<file path="src/rtl/xo128_pkg.sv">
// ----------------------------------------------------------------------------
// xo128_pkg
// Types, constants and step functions of the xoshiro128++ generator.
// ----------------------------------------------------------------------------
`default_nettype none

package xo128_pkg;

  typedef logic [3:0][31:0] gen_state_t;

  typedef enum logic [1:0] {
    ST_IDLE,
    ST_MUL,
    ST_JUMP
  } fsm_state_t;

  localparam logic [2:0] OP_NEXT      = 3'd0;
  localparam logic [2:0] OP_JUMP      = 3'd1;
  localparam logic [2:0] OP_LONG_JUMP = 3'd2;
  localparam logic [2:0] OP_ABSORB    = 3'd3;
  localparam logic [2:0] OP_FINISH    = 3'd4;

  localparam logic [127:0] JUMP_POLY =
    128'h77f2db5b_6fa035c3_f542d2d3_8764000b;
  localparam logic [127:0] LONG_JUMP_POLY =
    128'h1c580662_ccf5a0ef_0b6f099f_b523952e;

  localparam logic [63:0] HASH_A_INIT = 64'h00000000deadbeef;
  localparam logic [63:0] HASH_B_INIT = 64'h0000000041c6ce57;
  localparam logic [63:0] ABSORB_K_A  = 64'h9E3779B97F4A7C15;
  localparam logic [63:0] ABSORB_K_B  = 64'hBF58476D1CE4E5B9;
  localparam logic [63:0] FINAL_K_A   = 64'hff51afd7ed558ccd;
  localparam logic [63:0] FINAL_K_B   = 64'hc4ceb9fe1a85ec53;

  function automatic logic [31:0] gen_word(input gen_state_t w);
    logic [31:0] s;
    s = w[0] + w[3];
    return {s[24:0], s[31:25]} + w[0];
  endfunction

  function automatic gen_state_t gen_advance(input gen_state_t w);
    gen_state_t  n;
    logic [31:0] t;
    t    = {w[1][22:0], 9'd0};
    n    = w;
    n[2] = n[2] ^ n[0];
    n[3] = n[3] ^ n[1];
    n[1] = n[1] ^ n[2];
    n[0] = n[0] ^ n[3];
    n[2] = n[2] ^ t;
    n[3] = {n[3][20:0], n[3][31:21]};
    return n;
  endfunction

  function automatic logic [63:0] hash_const(input logic finish, input logic sel_b);
    logic [63:0] k;
    if (finish) begin
      k = sel_b ? FINAL_K_B : FINAL_K_A;
    end else begin
      k = sel_b ? ABSORB_K_B : ABSORB_K_A;
    end
    return k;
  endfunction

endpackage

`default_nettype wire

</file>
<file path="src/rtl/xoshiro128pp_generator.sv">
// ----------------------------------------------------------------------------
// xoshiro128pp_generator
// xoshiro128++ generator with streamed two-hash seeding and polynomial jumps.
// ----------------------------------------------------------------------------
// Next: result beat registered in the cycle after accept; one word per cycle while out_tready holds.
// Absorb and finish: the two hashes, one after the other, on the shared 32x32 multiplier
//   (3 partial products plus accumulate for each of the two 64-bit hashes).
// Jump and long jump: one generator step per bit of the 128-bit polynomial.
// Reset: generator state zero, hashes at their initial values, no beat held.
// ----------------------------------------------------------------------------
`default_nettype none

module xoshiro128pp_generator (
  input  wire logic        clk,
  input  wire logic        rst_n,
  input  wire logic        in_tvalid,
  output logic             in_tready,
  input  wire logic [15:0] in_tdata,   // [2:0] op, [10:3] seed_byte, [15:11] zero
  output logic             out_tvalid,
  input  wire logic        out_tready,
  output logic [31:0]      out_tdata   // [31:0] random_word
);
  import xo128_pkg::*;

  fsm_state_t  state_r, state_nxt;
  gen_state_t  w_r, w_nxt;
  gen_state_t  jacc_r, jacc_nxt;
  logic [63:0] ha_r, ha_nxt;
  logic [63:0] hb_r, hb_nxt;
  logic [63:0] prod_r, prod_nxt;
  logic [63:0] macc_r, macc_nxt;
  logic [7:0]  byte_r, byte_nxt;
  logic [6:0]  idx_r, idx_nxt;
  logic [1:0]  mstep_r, mstep_nxt;
  logic        fin_r, fin_nxt;
  logic        hsel_r, hsel_nxt;
  logic        lsel_r, lsel_nxt;
  logic        out_valid_r, out_valid_nxt;
  logic [31:0] out_data_r, out_data_nxt;

  logic        in_accept;
  logic [2:0]  in_op;
  logic [63:0] hsrc, xop, kop, hfin, fval;
  logic [31:0] mul_a, mul_b;
  logic        pbit;
  gen_state_t  jacc_x;

  assign in_op      = in_tdata[2:0];
  assign in_tready  = (state_r == ST_IDLE) && (!out_valid_r || out_tready);
  assign in_accept  = in_tvalid && in_tready;
  assign out_tvalid = out_valid_r;
  assign out_tdata  = out_data_r;

  always_comb begin
    hsrc = hsel_r ? hb_r : ha_r;
    xop  = fin_r ? (hsrc ^ (hsrc >> 33)) : (hsrc ^ {56'd0, byte_r});
    kop  = hash_const(fin_r, hsel_r);
    unique case (mstep_r)
      2'd0:    begin mul_a = xop[31:0];  mul_b = kop[31:0];  end
      2'd1:    begin mul_a = xop[31:0];  mul_b = kop[63:32]; end
      default: begin mul_a = xop[63:32]; mul_b = kop[31:0];  end
    endcase
    hfin   = {macc_r[63:32] + prod_r[31:0], macc_r[31:0]};
    fval   = hfin ^ (hfin >> 33);
    pbit   = lsel_r ? LONG_JUMP_POLY[idx_r] : JUMP_POLY[idx_r];
    jacc_x = jacc_r ^ (pbit ? w_r : '0);
  end

  always_comb begin
    state_nxt     = state_r;
    w_nxt         = w_r;
    jacc_nxt      = jacc_r;
    ha_nxt        = ha_r;
    hb_nxt        = hb_r;
    prod_nxt      = prod_r;
    macc_nxt      = macc_r;
    byte_nxt      = byte_r;
    idx_nxt       = idx_r;
    mstep_nxt     = mstep_r;
    fin_nxt       = fin_r;
    hsel_nxt      = hsel_r;
    lsel_nxt      = lsel_r;
    out_valid_nxt = out_valid_r && !out_tready;
    out_data_nxt  = out_data_r;

    unique case (state_r)
      ST_IDLE: begin
        if (in_accept) begin
          unique case (in_op)
            OP_NEXT: begin
              out_data_nxt  = gen_word(w_r);
              out_valid_nxt = 1'b1;
              w_nxt         = gen_advance(w_r);
            end
            OP_JUMP, OP_LONG_JUMP: begin
              lsel_nxt  = (in_op == OP_LONG_JUMP);
              idx_nxt   = '0;
              jacc_nxt  = '0;
              state_nxt = ST_JUMP;
            end
            OP_ABSORB, OP_FINISH: begin
              fin_nxt   = (in_op == OP_FINISH);
              byte_nxt  = in_tdata[10:3];
              hsel_nxt  = 1'b0;
              mstep_nxt = '0;
              state_nxt = ST_MUL;
            end
            default: begin
            end
          endcase
        end
      end
      ST_JUMP: begin
        jacc_nxt = jacc_x;
        w_nxt    = gen_advance(w_r);
        idx_nxt  = idx_r + 7'd1;
        if (idx_r == 7'd127) begin
          w_nxt     = jacc_x;
          state_nxt = ST_IDLE;
        end
      end
      ST_MUL: begin
        prod_nxt  = mul_a * mul_b;
        mstep_nxt = mstep_r + 2'd1;
        unique case (mstep_r)
          2'd0: begin
          end
          2'd1: macc_nxt = prod_r;
          2'd2: macc_nxt = hfin;
          default: begin
            if (fin_r) begin
              if (hsel_r) begin
                w_nxt[3] = fval[63:32];
                w_nxt[2] = fval[31:0];
                hb_nxt   = HASH_B_INIT;
              end else begin
                w_nxt[1] = fval[63:32];
                w_nxt[0] = fval[31:0];
                ha_nxt   = HASH_A_INIT;
              end
            end else if (hsel_r) begin
              hb_nxt = hfin;
            end else begin
              ha_nxt = hfin;
            end
            if (hsel_r) begin
              state_nxt = ST_IDLE;
            end else begin
              hsel_nxt = 1'b1;
            end
          end
        endcase
      end
      default: state_nxt = ST_IDLE;
    endcase
  end

  always_ff @(posedge clk) begin
    if (!rst_n) begin
      state_r     <= ST_IDLE;
      out_valid_r <= 1'b0;
      w_r         <= '0;
      ha_r        <= HASH_A_INIT;
      hb_r        <= HASH_B_INIT;
    end else begin
      state_r     <= state_nxt;
      out_valid_r <= out_valid_nxt;
      w_r         <= w_nxt;
      ha_r        <= ha_nxt;
      hb_r        <= hb_nxt;
    end
  end

  always_ff @(posedge clk) begin
    jacc_r     <= jacc_nxt;
    prod_r     <= prod_nxt;
    macc_r     <= macc_nxt;
    byte_r     <= byte_nxt;
    idx_r      <= idx_nxt;
    mstep_r    <= mstep_nxt;
    fin_r      <= fin_nxt;
    hsel_r     <= hsel_nxt;
    lsel_r     <= lsel_nxt;
    out_data_r <= out_data_nxt;
  end

  a_busy_not_ready: assert property (@(posedge clk) disable iff (!rst_n)
    (state_r != ST_IDLE) |-> !in_tready)
    else $error("input ready while a multi-cycle op runs");

  a_next_gives_beat: assert property (@(posedge clk) disable iff (!rst_n)
    (in_accept && in_op == OP_NEXT) |=> out_valid_r)
    else $error("next op produced no result beat");

  a_jump_ends: assert property (@(posedge clk) disable iff (!rst_n)
    (state_r == ST_JUMP && idx_r == 7'd127) |=> (state_r == ST_IDLE))
    else $error("jump did not end after the last polynomial bit");

  a_mul_ends: assert property (@(posedge clk) disable iff (!rst_n)
    (state_r == ST_MUL && mstep_r == 2'd3 && hsel_r) |=> (state_r == ST_IDLE))
    else $error("hash sequence did not end after the second hash");

endmodule

`default_nettype wire
</file>
<file path="config.mk">
export PLATFORM = sky130hd
export DESIGN_NAME = xoshiro128pp_generator
export DESIGN_NICKNAME = d
export VERILOG_FILES = /design/src/rtl/xo128_pkg.sv /design/src/rtl/xoshiro128pp_generator.sv
export SDC_FILE = /design/constraint.sdc
export NUM_CORES = 2
export LEC_CHECK = 0
export BUFFER_PORTS_ARGS = -buffer_cell sky130_fd_sc_hd__buf_2
export CORE_MARGIN = 5
export CORE_UTILIZATION = 45
export DETAILED_ROUTE_END_ITERATION = 10
export GPL_TIMING_DRIVEN = 0
export SLEW_MARGIN = 20
export SYNTH_ARGS = -nofsm -noshare
export SYNTH_HDL_FRONTEND = slang
export SYNTH_SLANG_ARGS = --single-unit
</file>
<file path="constraint.sdc">
create_clock -name clk -period 29.6 [get_ports clk]
set_clock_uncertainty 0.05 [all_clocks]
set_input_delay 2.96 -clock clk [delete_from_list [all_inputs] [get_ports clk]]
set_output_delay 2.96 -clock clk [all_outputs]
set_load 0.05 [all_outputs]
</file>
==> out/metrics.yaml <==
status: "finished clean"
drive_gt1_share_pct: 5.48
areaGrowthSynthToFinish_pct: 9.14
required_ps: 29960
numCtsBuffers: 71
htree_levels: 3
tightestPinTransition_ps: 1290
row_count: 139
antenna_found_initial: 11
synth_largest_area_cell: "fa_1"
wire_per_inst_um: 34.2
post_cts_buffers: 0
seq_area_frac_synth_pct: 22.3
gp_congestion: 1.05
rsz0062_at_grt: "false"
die_w_um: 390
slew_viol_final: 0
period_minus_slack_ps: 15970
hold_ws_ps: 404
path_class: "reg -> reg"
syn_area_um2: 65000
first_pass_iters: 7
synth_fp_nets: 8630
critPathLaunchType: "flip-flop"
synth_top_area_share_pct: 27.1
die_h_um: 390
vias: 57040
max_slew_margin_pct: 13.6
timing_hold_violations_final: 0
antenna_left: 0
async_flop_share_pct: 0
clockRootBuffer: "clkbuf_16"
cpMaxStageDelayCell: "o21ai_1"
clk_pin_slew_worst_paths_ps: 50
fin_setup_tns_ps: 0
ys_seq_elements: 569
pin_count: 54
netlist-cell-type-count: 97
clock-sinks: 569
drv_cap: 0
hpwl_mm: 264
cpMostUsedCell: "fa_1"
clk_latency_ps: 680
nets: 8790
finalWirelength_mm: 323
hold_path.class: "reg -> reg"
grt_max_degree: 85
overflow: 0
dr.first_iter.drc_count: 6192
grt_use_total_pct: 42.1
cts_hold_buffers: 0
io_buffers: 47
fp.coreArea_um2: 144000
setup_viol: 0
synthFlopType: "edfxtp_1"
vias_per_cell: 6.03
cts_resized: 0
start_util_pct: 45.3
cts_tree: "built"
cp-end-kind: "flip-flop"
grt_pass1_wl_mm: 447
cts_max_path_buffers: 3
postSynthCellCount: 7334
finalCritPeriodShare_pct: 54.0
die_area_um2: 152000
synth_area_per_cell_um2: 8.87
yosys_warnings: 0
drcViolationCount: 0
netlist_top_cells_area: "fa_1 (27%), edfxtp_1 (14%), dfxtp_1 (8.0%), ha_1 (7.6%), nor2_1 (6.7%)"
grt_pass1_vias: 57258
timing.fmax_mhz: 62.6
slowest_delay_ps: 1070
critPathMaxFanout: 13
synth_edf_count: 308
cp_data_arrival_time_ps: 16330
## cell type report
cell class	count	area [um2]
fillers	14060	72700
multi-input cells	5408	45900
flip-flops and latches	569	14500
inverters	936	3520
well taps	1903	2380
clock buffers	96	1960
plain buffers	421	1620
repair buffers	87	828
clock inverters	33	307
diodes	7	17.5
## worst max-delay path, delay by kind of cell (launching register included)
family,cells,cell delay (ps)
buffers and inverters,12,5450
AND/OR/NAND/NOR,2,350
AO/OA/AOI/OAI,9,3760
flip-flops,1,600
XOR/XNOR,1,100
adder cells (fa/ha/maj),10,5280
## cell usage in the layout, fill, tap and decap left out, drive strengths merged, types with 35 or more instances in the layout
cell type and count:
nor2 1157, inv 937, fa 880, nand2 649
clkbuf 468, a21oi 398, ha 396, edfxtp 308
o21ai 288, xor2 266, dfxtp 261, xnor2 229
nor3 145, buf 136, nand3 95, a21o 89
nor2b 62, or2 56, nand2b 51, a31oi 49
mux2i 46, and3 44, o211ai 36, a221oi 35
## worst paths after layout
path,from,endpoint,cells after the start,slack [ps]
min,hb_r[38]$_SDFFE_PN0P_,hb_r[38]$_SDFFE_PN0P_,2,400
min reg2reg,hb_r[38]$_SDFFE_PN0P_,hb_r[38]$_SDFFE_PN0P_,2,400
max reg2reg,fin_r$_DFFE_PP_,prod_r[62]$_DFFE_PP_,34,13630
max,fin_r$_DFFE_PP_,prod_r[62]$_DFFE_PP_,34,13630
## layer usage
metal	wire, um	GRT usage [%]	vias up	share of wire [%]
met1	110000	47.0	28324	34
met4	38700	38.2	4	12
met2	145000	67.3	3444	45
met5	19	0	-	0.0059
li1	-	-	24140	-
met3	29100	9.39	1128	9.0
## flip-flops by register name (all words and copies together) (netlist names), named ones only
name / count
byte_r: 8
fin_r: 1
ha_r: 64
hb_r: 64
hsel_r: 1
idx_r: 7
jacc_r: 128
lsel_r: 1
macc_r: 64
mstep_r: 2
out_tdata: 32
out_tvalid: 1
prod_r: 64
state_r: 2
w_r: 128
## synth_stat cells (33+ instances only)
| master | instances |
|---|---|
| o21ai_0 | 267 |
| a21o_1 | 89 |
| xor2_1 | 266 |
| edfxtp_1 | 308 |
| o211ai_1 | 35 |
| a221oi_1 | 34 |
| a31oi_1 | 47 |
| or2_2 | 56 |
| inv_1 | 931 |
| nand3_1 | 95 |
| fa_1 | 880 |
| nor3_1 | 144 |
| and3_1 | 44 |
| nor2_1 | 1157 |
| clkbuf_1 | 372 |
| nand2_1 | 649 |
| a21oi_1 | 397 |
| o21a_1 | 33 |
| dfxtp_1 | 261 |
| xnor2_1 | 228 |
| mux2i_1 | 45 |
| nor2b_1 | 62 |
| nand2b_1 | 51 |
| ha_1 | 396 |
| buf_1 | 36 |
## per-stage QoR
stage	utilization [%]	area, um2	setup slack, ps	instances
detailed placement	47.8	68700	14000	9323
global route	49.4	71000	13630	9453
global placement	47.1	67700	13940	9284
floorplan	-	65000	19850	7334
CTS	49.4	70900	13920	9452
finish	49.4	71000	13630	9460
## kinds of logic (layout without fill, tap and decap cells)
family / Yosys count / count (layout) / synth area share, %
simple gates: 2351 / 2351 / 15.3
buf+inv: 1357 / 1573 / 7.86
fa+ha+maj: 1276 / 1276 / 34.7
compound gates: 1202 / 1202 / 11.8
flops: 569 / 569 / 22.3
xor+xnor: 500 / 500 / 6.85
mux: 79 / 79 / 1.32
other cells: 0 / 7 / 0
Power is not shown: default switching activity piles up to over one toggle a cycle in this logic, so the estimate is an artifact.
